==> config.mk <==
export PLATFORM = sky130hd
export DESIGN_NAME = angle_kalman_filter_flat
export DESIGN_NICKNAME = d
export VERILOG_FILES = /design/src/sv/akf_pkg.sv /design/src/sv/akf_if.sv /design/src/sv/akf_mdu.sv /design/src/sv/angle_kalman_filter.sv /design/src/flat_wrapper.sv
export SDC_FILE = /design/constraint.sdc
export NUM_CORES = 2
export LEC_CHECK = 0
export ABC_AREA = 1
export BUFFER_PORTS_ARGS = -buffer_cell sky130_fd_sc_hd__buf_4
export CAP_MARGIN = 20
export CORE_ASPECT_RATIO = 1.4
export CORE_MARGIN = 8
export CORE_UTILIZATION = 48
export CTS_BUF_LIST = sky130_fd_sc_hd__clkbuf_4
export DETAILED_ROUTE_END_ITERATION = 8
export PLACE_DENSITY = 0.74
export SETUP_SLACK_MARGIN = 0.2
export SLEW_MARGIN = 20
export SYNTH_ARGS = -nofsm -noshare
export SYNTH_HDL_FRONTEND = slang
export SYNTH_SLANG_ARGS = --single-unit
==> constraint.sdc <==
create_clock -name clk_i -period 10.1 [get_ports clk_i]
set_input_delay 0 -clock clk_i [delete_from_list [all_inputs] [get_ports clk_i]]
set_output_delay 0 -clock clk_i [all_outputs]
set_load 0.005 [all_outputs]
==> src/sv/akf_pkg.sv <==
`default_nettype none
package akf_pkg;

  localparam int unsigned DATA_WIDTH_DEF = 32;
  localparam int unsigned ANGLE_W        = 32;
  localparam int unsigned DT_W           = 16;
  localparam int unsigned NOISE_W        = 32;
  localparam int unsigned IDX_W          = 2;
  localparam int unsigned FRAC_T         = 16;  // shift after a time-step product
  localparam int unsigned FRAC_K         = 24;  // shift after a gain product and fraction bits of a quotient
  localparam int unsigned DIGIT_W        = 4;   // multiplier digit

  localparam logic [NOISE_W-1:0] ANGLE_NOISE_RST   = 32'd16777;
  localparam logic [NOISE_W-1:0] BIAS_NOISE_RST    = 32'd50332;
  localparam logic [NOISE_W-1:0] MEASURE_NOISE_RST = 32'd503316;

  typedef enum logic [IDX_W-1:0] {
    CFG_ANGLE_NOISE   = 2'd0,
    CFG_BIAS_NOISE    = 2'd1,
    CFG_MEASURE_NOISE = 2'd2
  } cfg_idx_e;

  typedef enum logic {
    MDU_MUL = 1'b0,
    MDU_DIV = 1'b1
  } mdu_op_e;

  typedef struct packed {
    logic    start;
    mdu_op_e op;
    logic    sh24;
  } mdu_ctrl_t;

endpackage
`default_nettype wire

==> src/sv/akf_if.sv <==
`default_nettype none
interface akf_in_if import akf_pkg::*; ();
  logic                      valid;
  logic                      ready;
  logic signed [ANGLE_W-1:0] measured_angle;
  logic signed [ANGLE_W-1:0] measured_rate;
  logic        [DT_W-1:0]    time_step;

  modport source (output valid, measured_angle, measured_rate, time_step, input ready);
  modport sink   (input valid, measured_angle, measured_rate, time_step, output ready);
endinterface

interface akf_out_if import akf_pkg::*; ();
  logic                      valid;
  logic                      ready;
  logic signed [ANGLE_W-1:0] filtered_angle;

  modport source (output valid, filtered_angle, input ready);
  modport sink   (input valid, filtered_angle, output ready);
endinterface
`default_nettype wire

==> src/sv/akf_mdu.sv <==
`default_nettype none
module akf_mdu import akf_pkg::*; #(
  parameter int unsigned DATA_WIDTH = DATA_WIDTH_DEF
) (
  input  logic                                   clk_i,
  input  logic                                   rst_ni,
  input  mdu_ctrl_t                              ctrl_i,
  input  logic signed [((DATA_WIDTH > 33) ? DATA_WIDTH : 33) + 1:0] a_i,
  input  logic signed [((DATA_WIDTH > 33) ? DATA_WIDTH : 33) + 1:0] b_i,
  output logic                                   done_o,
  output logic signed [DATA_WIDTH-1:0]           res_o
);

  localparam int unsigned W  = DATA_WIDTH;
  localparam int unsigned EW = ((W > 33) ? W : 33) + 2;
  localparam int unsigned MW = EW;
  localparam int unsigned ND = (MW + DIGIT_W - 1) / DIGIT_W;
  localparam int unsigned BW = ND * DIGIT_W;
  localparam int unsigned PW = MW + BW;
  localparam int unsigned QW = W + FRAC_K;
  localparam int unsigned VW = (PW > QW) ? PW : QW;
  localparam int unsigned CW = $clog2(QW + 1);

  typedef enum logic [4:0] {
    U_IDLE = 5'b00001,
    U_PREP = 5'b00010,
    U_RUN  = 5'b00100,
    U_FIN  = 5'b01000,
    U_SIGN = 5'b10000
  } mdu_state_e;

  mdu_state_e        state_q, state_d;
  logic [CW-1:0]     cnt_q;
  logic              done_q;
  mdu_op_e           op_q;
  logic              sh24_q;
  logic [EW-1:0]     a_q, b_q;
  logic              neg_q, dz_q;
  logic [MW-1:0]     am_q;
  logic [BW-1:0]     bm_q;
  logic [PW-1:0]     prod_q;
  logic [MW-1:0]     rem_q;
  logic [QW-1:0]     quo_q;
  logic [W-1:0]      qmag_q;
  logic signed [W-1:0] res_q;

  logic [EW-1:0]         mag_a, mag_b;
  logic [MW+DIGIT_W-1:0] mul_t;
  logic [MW:0]           rs, diff;
  logic                  dge;
  logic [VW-1:0]         qv;
  logic [W-1:0]          lim;

  assign mag_a = a_q[EW-1] ? (~a_q + {{(EW-1){1'b0}}, 1'b1}) : a_q;
  assign mag_b = b_q[EW-1] ? (~b_q + {{(EW-1){1'b0}}, 1'b1}) : b_q;

  // one digit of the multiplier per cycle, partial sum shifts right
  assign mul_t = {{DIGIT_W{1'b0}}, prod_q[PW-1:BW]}
               + ({{DIGIT_W{1'b0}}, am_q} * {{MW{1'b0}}, bm_q[DIGIT_W-1:0]});

  // restoring division, one quotient bit per cycle
  assign rs   = {rem_q, quo_q[QW-1]};
  assign dge  = rs >= {1'b0, am_q};
  assign diff = rs - {1'b0, am_q};

  assign lim = {1'b0, {(W-1){1'b1}}} + {{(W-1){1'b0}}, neg_q};

  always_comb begin
    if (op_q == MDU_MUL) begin
      if (sh24_q) begin
        qv = VW'(prod_q[PW-1:FRAC_K]) + VW'(prod_q[FRAC_K-1]);
      end else begin
        qv = VW'(prod_q[PW-1:FRAC_T]) + VW'(prod_q[FRAC_T-1]);
      end
    end else begin
      qv = dz_q ? '0 : VW'(quo_q);
    end
  end

  always_comb begin
    state_d = state_q;
    unique case (state_q)
      U_IDLE: if (ctrl_i.start) state_d = U_PREP;
      U_PREP: state_d = U_RUN;
      U_RUN:  if (cnt_q == CW'(1)) state_d = U_FIN;
      U_FIN:  state_d = U_SIGN;
      U_SIGN: state_d = U_IDLE;
      default: state_d = U_IDLE;
    endcase
  end

  always_ff @(posedge clk_i or negedge rst_ni) begin
    if (!rst_ni) begin
      state_q <= U_IDLE;
      done_q  <= 1'b0;
    end else begin
      state_q <= state_d;
      done_q  <= (state_q == U_SIGN);
    end
  end

  always_ff @(posedge clk_i) begin
    unique case (state_q)
      U_IDLE: begin
        if (ctrl_i.start) begin
          op_q   <= ctrl_i.op;
          sh24_q <= ctrl_i.sh24;
          a_q    <= a_i;
          b_q    <= b_i;
        end
      end
      U_PREP: begin
        neg_q <= a_q[EW-1] ^ b_q[EW-1];
        dz_q  <= (mag_b == '0);
        if (op_q == MDU_MUL) begin
          am_q   <= mag_a;
          bm_q   <= BW'(mag_b);
          prod_q <= '0;
          cnt_q  <= CW'(ND);
        end else begin
          am_q  <= mag_b;
          rem_q <= '0;
          quo_q <= {mag_a[W-1:0], {FRAC_K{1'b0}}};
          cnt_q <= CW'(QW);
        end
      end
      U_RUN: begin
        cnt_q <= cnt_q - CW'(1);
        if (op_q == MDU_MUL) begin
          prod_q <= {mul_t, prod_q[BW-1:DIGIT_W]};
          bm_q   <= bm_q >> DIGIT_W;
        end else begin
          rem_q <= dge ? diff[MW-1:0] : rs[MW-1:0];
          quo_q <= {quo_q[QW-2:0], dge};
        end
      end
      U_FIN: begin
        qmag_q <= (qv > VW'(lim)) ? lim : qv[W-1:0];
      end
      U_SIGN: begin
        res_q <= neg_q ? -$signed(qmag_q) : $signed(qmag_q);
      end
      default: ;
    endcase
  end

  assign done_o = done_q;
  assign res_o  = res_q;

endmodule
`default_nettype wire

==> src/sv/angle_kalman_filter.sv <==
`default_nettype none
// Two-state tilt filter: fuses an accelerometer angle with a gyro rate, tracks the
// gyro bias and a 2x2 error covariance, and returns one saturated Q16.16 angle per
// input word. Noise terms (Q8.24) are written through the cfg port; the user must
// write them only while idle, as the block itself does not enforce it. One item at
// a time; the time per word is set by the shared serial multiply/divide unit, with
// 10 multiplies and two divides per word, two innovation updates that need no unit
// and the idle state that takes the word. A result that is still waiting holds up
// the last correction step.
// A finished word waits in the output register while the next word is taken in.
module angle_kalman_filter import akf_pkg::*; #(
  parameter int unsigned DATA_WIDTH = DATA_WIDTH_DEF
) (
  input  logic               clk_i,
  input  logic               rst_ni,
  akf_in_if.sink             in_i,
  akf_out_if.source          out_o,
  input  logic               cfg_we_i,
  input  logic [IDX_W-1:0]   cfg_idx_i,
  input  logic [NOISE_W-1:0] cfg_wdata_i
);

  localparam int unsigned W  = DATA_WIDTH;
  localparam int unsigned EW = ((W > 33) ? W : 33) + 2;

  typedef enum logic [3:0] {
    S_IDLE  = 4'b0001,
    S_SETUP = 4'b0010,
    S_WAIT  = 4'b0100,
    S_POST  = 4'b1000
  } state_e;

  typedef enum logic [13:0] {
    ST_ANG = 14'h0001,
    ST_T   = 14'h0002,
    ST_IN1 = 14'h0004,
    ST_IN2 = 14'h0008,
    ST_P0  = 14'h0010,
    ST_P3  = 14'h0020,
    ST_K0  = 14'h0040,
    ST_K1  = 14'h0080,
    ST_CA  = 14'h0100,
    ST_CB  = 14'h0200,
    ST_C0  = 14'h0400,
    ST_C1  = 14'h0800,
    ST_C2  = 14'h1000,
    ST_C3  = 14'h2000
  } step_e;

  function automatic logic signed [W-1:0] sat_w(input logic signed [EW-1:0] x);
    logic signed [W-1:0] r;
    if (&x[EW-1:W-1] || ~|x[EW-1:W-1]) begin
      r = x[W-1:0];
    end else begin
      r = x[EW-1] ? {1'b1, {(W-1){1'b0}}} : {1'b0, {(W-1){1'b1}}};
    end
    return r;
  endfunction

  function automatic logic signed [ANGLE_W-1:0] sat_out(input logic signed [EW-1:0] x);
    logic signed [ANGLE_W-1:0] r;
    if (&x[EW-1:ANGLE_W-1] || ~|x[EW-1:ANGLE_W-1]) begin
      r = x[ANGLE_W-1:0];
    end else begin
      r = x[EW-1] ? {1'b1, {(ANGLE_W-1){1'b0}}} : {1'b0, {(ANGLE_W-1){1'b1}}};
    end
    return r;
  endfunction

  function automatic logic signed [EW-1:0] sx(input logic signed [W-1:0] v);
    return {{(EW-W){v[W-1]}}, v};
  endfunction

  function automatic logic signed [EW-1:0] sx_in(input logic signed [ANGLE_W-1:0] v);
    return {{(EW-ANGLE_W){v[ANGLE_W-1]}}, v};
  endfunction

  function automatic logic signed [EW-1:0] zx_n(input logic [NOISE_W-1:0] v);
    return {{(EW-NOISE_W){1'b0}}, v};
  endfunction

  state_e state_q, state_d;
  step_e  step_q, step_d;
  logic   out_valid_q;
  logic signed [ANGLE_W-1:0] out_data_q;

  logic [NOISE_W-1:0] angle_noise_q, bias_noise_q, measure_noise_q;

  logic signed [ANGLE_W-1:0] ma_q, mr_q;
  logic        [DT_W-1:0]    dt_q;
  logic signed [W-1:0]       ang_q, bias_q;
  logic signed [W-1:0]       p_q [4];
  logic signed [W-1:0]       t_q, inn_q, k0_q, k1_q, y_q, p00_q, p01_q;
  logic signed [EW-1:0]      s_q;

  mdu_ctrl_t            mdu_ctrl;
  logic signed [EW-1:0] mdu_a, mdu_b;
  logic                 mdu_done;
  logic signed [W-1:0]  mdu_res;
  logic                 in_acc, out_free, post_fire, no_unit;
  logic signed [EW-1:0] dt_x;

  assign in_acc    = in_i.valid && in_i.ready;
  assign out_free  = !out_valid_q || out_o.ready;
  assign post_fire = (state_q == S_POST) && ((step_q != ST_C3) || out_free);
  assign no_unit   = (step_q == ST_IN1) || (step_q == ST_IN2);
  assign dt_x      = {{(EW-DT_W){1'b0}}, dt_q};

  // operand select for the shared unit
  always_comb begin
    mdu_a         = dt_x;
    mdu_b         = sx(p_q[3]);
    mdu_ctrl.op   = MDU_MUL;
    mdu_ctrl.sh24 = 1'b1;
    unique case (step_q) inside
      ST_ANG: begin
        mdu_b         = sx(sat_w(sx_in(mr_q) - sx(bias_q)));
        mdu_ctrl.sh24 = 1'b0;
      end
      ST_T: mdu_ctrl.sh24 = 1'b0;
      ST_IN1, ST_IN2: mdu_ctrl.sh24 = 1'b0;
      ST_P0: begin
        mdu_b         = sx(inn_q);
        mdu_ctrl.sh24 = 1'b0;
      end
      ST_P3: begin
        mdu_a         = zx_n(bias_noise_q);
        mdu_b         = dt_x;
        mdu_ctrl.sh24 = 1'b0;
      end
      ST_K0: begin
        mdu_a       = sx(p_q[0]);
        mdu_b       = s_q;
        mdu_ctrl.op = MDU_DIV;
      end
      ST_K1: begin
        mdu_a       = sx(p_q[2]);
        mdu_b       = s_q;
        mdu_ctrl.op = MDU_DIV;
      end
      ST_CA: begin
        mdu_a = sx(k0_q);
        mdu_b = sx(y_q);
      end
      ST_CB: begin
        mdu_a = sx(k1_q);
        mdu_b = sx(y_q);
      end
      ST_C0: begin
        mdu_a = sx(k0_q);
        mdu_b = sx(p00_q);
      end
      ST_C1: begin
        mdu_a = sx(k0_q);
        mdu_b = sx(p01_q);
      end
      ST_C2: begin
        mdu_a = sx(k1_q);
        mdu_b = sx(p00_q);
      end
      ST_C3: begin
        mdu_a = sx(k1_q);
        mdu_b = sx(p01_q);
      end
      default: ;
    endcase
    mdu_ctrl.start = (state_q == S_SETUP) && !no_unit;
  end

  akf_mdu #(
    .DATA_WIDTH (DATA_WIDTH)
  ) u_mdu (
    .clk_i  (clk_i),
    .rst_ni (rst_ni),
    .ctrl_i (mdu_ctrl),
    .a_i    (mdu_a),
    .b_i    (mdu_b),
    .done_o (mdu_done),
    .res_o  (mdu_res)
  );

  always_comb begin
    unique case (step_q)
      ST_ANG:  step_d = ST_T;
      ST_T:    step_d = ST_IN1;
      ST_IN1:  step_d = ST_IN2;
      ST_IN2:  step_d = ST_P0;
      ST_P0:   step_d = ST_P3;
      ST_P3:   step_d = ST_K0;
      ST_K0:   step_d = ST_K1;
      ST_K1:   step_d = ST_CA;
      ST_CA:   step_d = ST_CB;
      ST_CB:   step_d = ST_C0;
      ST_C0:   step_d = ST_C1;
      ST_C1:   step_d = ST_C2;
      ST_C2:   step_d = ST_C3;
      ST_C3:   step_d = ST_ANG;
      default: step_d = ST_ANG;
    endcase
  end

  always_comb begin
    state_d = state_q;
    unique case (state_q)
      S_IDLE:  if (in_acc) state_d = S_SETUP;
      S_SETUP: state_d = no_unit ? S_POST : S_WAIT;
      S_WAIT:  if (mdu_done) state_d = S_POST;
      S_POST:  if (post_fire) state_d = (step_q == ST_C3) ? S_IDLE : S_SETUP;
      default: state_d = S_IDLE;
    endcase
  end

  always_ff @(posedge clk_i or negedge rst_ni) begin
    if (!rst_ni) begin
      state_q         <= S_IDLE;
      step_q          <= ST_ANG;
      out_valid_q     <= 1'b0;
      angle_noise_q   <= ANGLE_NOISE_RST;
      bias_noise_q    <= BIAS_NOISE_RST;
      measure_noise_q <= MEASURE_NOISE_RST;
      ang_q           <= '0;
      bias_q          <= '0;
      for (int i = 0; i < 4; i++) begin
        p_q[i] <= '0;
      end
    end else begin
      state_q <= state_d;
      if (in_acc) begin
        step_q <= ST_ANG;
      end else if (post_fire) begin
        step_q <= step_d;
      end

      if (post_fire && (step_q == ST_C3)) begin
        out_valid_q <= 1'b1;
      end else if (out_o.ready) begin
        out_valid_q <= 1'b0;
      end

      if (cfg_we_i) begin
        unique case (cfg_idx_i)
          CFG_ANGLE_NOISE:   angle_noise_q   <= cfg_wdata_i;
          CFG_BIAS_NOISE:    bias_noise_q    <= cfg_wdata_i;
          CFG_MEASURE_NOISE: measure_noise_q <= cfg_wdata_i;
          default: ;
        endcase
      end

      if (post_fire) begin
        unique case (step_q)
          ST_ANG: ang_q <= sat_w(sx(ang_q) + sx(mdu_res));
          ST_P0: begin
            p_q[0] <= sat_w(sx(p_q[0]) + sx(mdu_res));
            p_q[1] <= sat_w(sx(p_q[1]) - sx(t_q));
            p_q[2] <= sat_w(sx(p_q[2]) - sx(t_q));
          end
          ST_P3: p_q[3] <= sat_w(sx(p_q[3]) + sx(mdu_res));
          ST_CA: ang_q  <= sat_w(sx(ang_q) + sx(mdu_res));
          ST_CB: bias_q <= sat_w(sx(bias_q) + sx(mdu_res));
          ST_C0: p_q[0] <= sat_w(sx(p_q[0]) - sx(mdu_res));
          ST_C1: p_q[1] <= sat_w(sx(p_q[1]) - sx(mdu_res));
          ST_C2: p_q[2] <= sat_w(sx(p_q[2]) - sx(mdu_res));
          ST_C3: p_q[3] <= sat_w(sx(p_q[3]) - sx(mdu_res));
          default: ;
        endcase
      end
    end
  end

  // scratch values of one word
  always_ff @(posedge clk_i) begin
    if (in_acc) begin
      ma_q <= in_i.measured_angle;
      mr_q <= in_i.measured_rate;
      dt_q <= in_i.time_step;
    end
    if (post_fire) begin
      unique case (step_q)
        ST_T: begin
          t_q   <= mdu_res;
          inn_q <= sat_w(sx(mdu_res) - sx(p_q[1]));
        end
        ST_IN1: inn_q <= sat_w(sx(inn_q) - sx(p_q[2]));
        ST_IN2: inn_q <= sat_w(sx(inn_q) + zx_n(angle_noise_q));
        ST_P3:  s_q   <= sx(p_q[0]) + zx_n(measure_noise_q);
        ST_K0:  k0_q  <= mdu_res;
        ST_K1: begin
          k1_q <= mdu_res;
          y_q  <= sat_w(sx_in(ma_q) - sx(ang_q));
        end
        ST_CA: begin
          p00_q <= p_q[0];
          p01_q <= p_q[1];
        end
        ST_C3:  out_data_q <= sat_out(sx(ang_q));
        default: ;
      endcase
    end
  end

  assign in_i.ready           = (state_q == S_IDLE);
  assign out_o.valid          = out_valid_q;
  assign out_o.filtered_angle = out_data_q;

  a_done_in_wait: assert property (@(posedge clk_i) disable iff (!rst_ni)
    mdu_done |-> (state_q == S_WAIT))
    else $error("unit finished outside of a wait");

  a_accept_starts: assert property (@(posedge clk_i) disable iff (!rst_ni)
    in_acc |=> (state_q == S_SETUP) && (step_q == ST_ANG))
    else $error("accepted word did not start the sequence");

  a_out_from_last: assert property (@(posedge clk_i) disable iff (!rst_ni)
    $rose(out_valid_q) |-> ($past(step_q) == ST_C3) && ($past(state_q) == S_POST))
    else $error("result word raised before the last correction");

endmodule
`default_nettype wire
==> src/flat_wrapper.sv <==
// flat-port wrapper written by rule: the top's interface ports become plain ports
module angle_kalman_filter_flat import akf_pkg::*;
#(
  parameter int unsigned DATA_WIDTH = DATA_WIDTH_DEF
)
  (clk_i, rst_ni, cfg_we_i, cfg_idx_i, cfg_wdata_i, in_i_valid, in_i_measured_angle, in_i_measured_rate, in_i_time_step, in_i_ready, out_o_valid, out_o_filtered_angle, out_o_ready);
  akf_in_if in_i_i ();
  akf_out_if out_o_i ();
  input  logic clk_i;
  input  logic rst_ni;
  input  logic cfg_we_i;
  input  logic [IDX_W-1:0] cfg_idx_i;
  input  logic [NOISE_W-1:0] cfg_wdata_i;
  input wire logic [$bits(in_i_i.valid)-1:0] in_i_valid;
  input wire logic [$bits(in_i_i.measured_angle)-1:0] in_i_measured_angle;
  input wire logic [$bits(in_i_i.measured_rate)-1:0] in_i_measured_rate;
  input wire logic [$bits(in_i_i.time_step)-1:0] in_i_time_step;
  output wire logic [$bits(in_i_i.ready)-1:0] in_i_ready;
  output wire logic [$bits(out_o_i.valid)-1:0] out_o_valid;
  output wire logic [$bits(out_o_i.filtered_angle)-1:0] out_o_filtered_angle;
  input wire logic [$bits(out_o_i.ready)-1:0] out_o_ready;
  assign in_i_i.valid = in_i_valid;
  assign in_i_i.measured_angle = in_i_measured_angle;
  assign in_i_i.measured_rate = in_i_measured_rate;
  assign in_i_i.time_step = in_i_time_step;
  assign in_i_ready = in_i_i.ready;
  assign out_o_valid = out_o_i.valid;
  assign out_o_filtered_angle = out_o_i.filtered_angle;
  assign out_o_i.ready = out_o_ready;
  angle_kalman_filter #(.DATA_WIDTH(DATA_WIDTH)) u_core (.clk_i(clk_i), .rst_ni(rst_ni), .in_i(in_i_i), .out_o(out_o_i), .cfg_we_i(cfg_we_i), .cfg_idx_i(cfg_idx_i), .cfg_wdata_i(cfg_wdata_i));
endmodule
==> metrics.csv <==
stage,metric,value,unit
setup_path,Crit. End Element,flop,
cells_and_area,"commonest cells after routing, fill and taps aside","nand2_1 (3014), inv_1 (1543), nor2_1 (1087)",
setup_path,CP Cell Sequence,ha_1 > nand3_1 > inv_1 > nand2_2 > nor2_2 > nand2_1 > nor2_1 > nor2_1 > o311ai_0 > o21ai_0 > ha_1 > nand4_1 > nor2_1 > nand4_1 > nor2_1 > a21oi_1 > nor3_4 > nand2_2 > nand2_2 > nand2_1,
power,leakage,45.6,nW
global_route,first-pass GRT wire length,591000,um
cells_and_area,area grow syn2layout,12.2,%
global_route,vias in the first global route,87400,
floorplanning,die area,195000,sq um
timing,"Slew Viols, Final",0,
outcome,status,"complete, but fails checks",
setup_path,crit-path most repeated cell,nor2_1,
timing,crit path time final,5.27,ns
global_route,largest net degree at the start of global routing,86,
clock_network,clock sink total,1041,
routing,Antenna Violating Nets Remaining,0,
power,Peak VDD IR,0.159,mV
setup_path,CP max-delay cell,o311ai_0,
floorplanning,die span in x,375,um
power,Pwr per Cell Area,153,nW/um^2
routing,drt pass-1 iters,7,
timing,final count of negative-setup-slack endpoints,0,
timing,final setup skew,0.171,ns
global_route,initial antenna violation count,58,
placement,Port Buffers,152,
setup_path,Worst setup startpoint,u_core.u_mdu.prod_q[15]$_SDFFCE_PN0P_,
timing,Hold Fails Final Rpt,3,
logic_synthesis,async set or reset register ratio after synthesis,30.1,%
clock_network,CTS tree,done,
placement,pre-CTS setup slack,4.86,ns
timing,final worst-path setup slack,4.83,ns
routing,Routed wire per std cell,27.9,um
timing,Max Clock Freq,0.190,GHz
setup_path,element type at the critical path start,flop,
cells_and_area,"commonest non-fill, non-tap cell in the layout",nand2_1,
logic_synthesis,Syn Inst Count,11800,
timing,RSZ-0062 raised after global routing,no,
setup_path,CP bufs+invs,1,
clock_network,TritonCTS buffer count,293,
logic_synthesis,Mapped Area,86800,sq um
placement,DPL Wire Length,324000,um
setup_path,CP Class,flop to flop,
global_route,GRT Overall Usage,41.0,%
floorplanning,row count,184,
logic_synthesis,synth unique cells,70,
timing,post-route clock period utilization,52.2,%
logic_synthesis,Syn. warnings,0,
clock_network,Clock Root Buffer,clkbuf_4,
setup_path,WP data required,11.00,ns
floorplanning,number of placed I/O pins,153,
clock_network,post-cts sizing count,0,
cells_and_area,fill cell instance count of the final layout,17200,
routing,Initial DRC Count,11200,
clock_network,H-tree depth,5,
outcome,failing checks,hold timing,
timing,relative slew slack,11.8,%
routing,DRC,0,
job,max-cap violations,0,
logic_synthesis,"EDFF count, synth",728,
routing,Vias/cell,6.05,
timing,Hold WS,-0.0184,ns
global_route,total grt overflow,0,
cells_and_area,layout cells sized above 1,7.40,%
setup_path,Critical R2R Launch,u_core.u_mdu.prod_q[15]$_SDFFCE_PN0P_,
setup_path,largest fanout on the critical path,31,
setup_path,"CP delay by family, top",simple AND/OR/NAND/NOR gates,
floorplanning,die height,519,um
clock_network,clk buf depth,4,
setup_path,critical path arrival,6.18,ns
timing,setup TNS after final layout,0,ns
hold_path,hold path startpoint,cfg_we_i,
floorplanning,Initial Utilization,48.4,%
floorplanning,Core Region,180000,sq um
logic_synthesis,top_reg_cell synth,edfxtp_1,
setup_path,Worst path max stage delay,0.90,ns
logic_synthesis,Synth Register Bits,1041,
hold_path,Hold Path Class,input pin to flop,
clock_network,"CTS clk-pin slew, worst paths",0.07,ns
clock_network,# Post-CTS Setup Buffers,0,
placement,GP Congestion,1.07,
logic_synthesis,register area share after synthesis,34.2,%
power,total power,14.9,mW
cells_and_area,Final Core Density,54.3,%
logic_synthesis,Synth Area per Inst,7.37,sq um
clock_network,cts hold-fix bufs,269,
routing,Detailed Route WL,416000,um
timing,slew of the pin with the lowest slew margin,1.32,ns
clock_network,clock latency at the later pin of the worst-skew pair,1.31,ns
routing,DR vias,90400,
cells_and_area,nets,13200,
-- final cells by class --
| class | count | area [sq um] | share of cell area [%] |
|---|---|---|---|
| well taps | 2325 | 2910 | 2.99 |
| clock inverters | 103 | 563 | 0.578 |
| diodes | 71 | 178 | 0.182 |
| multi-input cells | 8832 | 50000 | 51.4 |
| repair buffers | 563 | 4970 | 5.10 |
| clock buffers | 419 | 3150 | 3.23 |
| flip-flops and latches | 1041 | 29700 | 30.5 |
| inverters | 1573 | 5910 | 6.06 |
-- state kept, by name, summed over array words and instances, names as in the netlist, 33 cells and up --
name / count
u_core.p_q: 128
u_core.u_mdu.prod_q: 56
u_core.u_mdu.quo_q: 56
u_core.u_mdu.am_q: 35
u_core.u_mdu.bm_q: 35
u_core.u_mdu.rem_q: 35
u_core.s_q: 34
u_core.u_mdu.b_q: 34
u_core.u_mdu.a_q: 33
-- worst paths after layout --
path	slack, ns	cells past startpoint	endpoint
worst max-delay path	4.83	20	u_core.u_mdu.qmag_q[14]$_DFFE_PP_
worst min-delay path	-0.02	5	u_core.angle_noise_q[14]$_DFFE_PN1P_
worst max register to register	4.83	20	u_core.u_mdu.qmag_q[14]$_DFFE_PP_
worst min register to register	0.48	2	u_core.u_mdu.bm_q[5]$_DFFE_PP_
max in group asynchronous	7.72	6	u_core.p_q[88]$_DFFE_PN0P_
min in group asynchronous	0.54	5	u_core.bias_noise_q[19]$_DFFE_PN0P_
-- metrics by stage --
| stage | instance area, sq um | cells |
|---|---|---|
| global placement | 90700 | 14100 |
| finish | 97400 | 14900 |
| CTS | 97200 | 14900 |
| detailed placement | 90700 | 14100 |
| global route | 97400 | 14900 |
| floorplan | 86800 | 11800 |
-- cells by family (layout without fill, tap and decap cells) --
group	count (synthesis)	in the layout	share of synthesized area [%]
adders and majority gates	754	754	11.9
xor gates and xnor gates	554	554	5.59
AOI/OAI and AO/OA	2313	2313	15.1
other	1	73	0.00432
buffers and inverters	1914	2658	8.52
and+or+nand+nor	5209	5209	24.6
DFF	1041	1041	34.2
-- cells in the mapped netlist, types with 109 or more instances --
library cell  instances  area, sq um
inv_1              1546         5800
nand3_1             646         3230
dfrtp_1             288         7210
clkbuf_1            200          751
nor2_1             1101         4130
ha_1                637         7970
a21oi_1             833         4170
nand4_1             153          957
nor3_1              145          726
buf_2               109          546
xor2_1              406         3560
xnor2_1             148         1300
o21ai_0             827         4140
edfxtp_1            728        21900
fa_1                117         2340
nand2_1            3020        11300
-- worst min-delay path, stage by stage --
cell,delay [ns]
dlygate4sd3_1,0.53
buf_4,0.14
nand2_4,0.33
nand2_1,0.16
o21ai_0,0.07
-- routing by layer --
metal  share of wire (%)  wire length, um  track usage [%]  up-vias
li1                    -                -                -    40500
met1                  35           145000             46.3    42500
met4                  10            43700             35.0       36
met5               0.063              261                0        -
met3                  10            42700             10.8     1733
met2                  44           184000             64.4     5601
-- power breakdown --
group / total [mW] / switching [mW] / internal [mW] / leakage (nW)
combinational: 5.24 / 3.64 / 1.61 / 33.2
clock: 4.18 / 2.13 / 2.05 / 2.22
sequential: 5.50 / 0.355 / 5.14 / 10.2
Note: power is estimated with default switching activity, not from simulation.
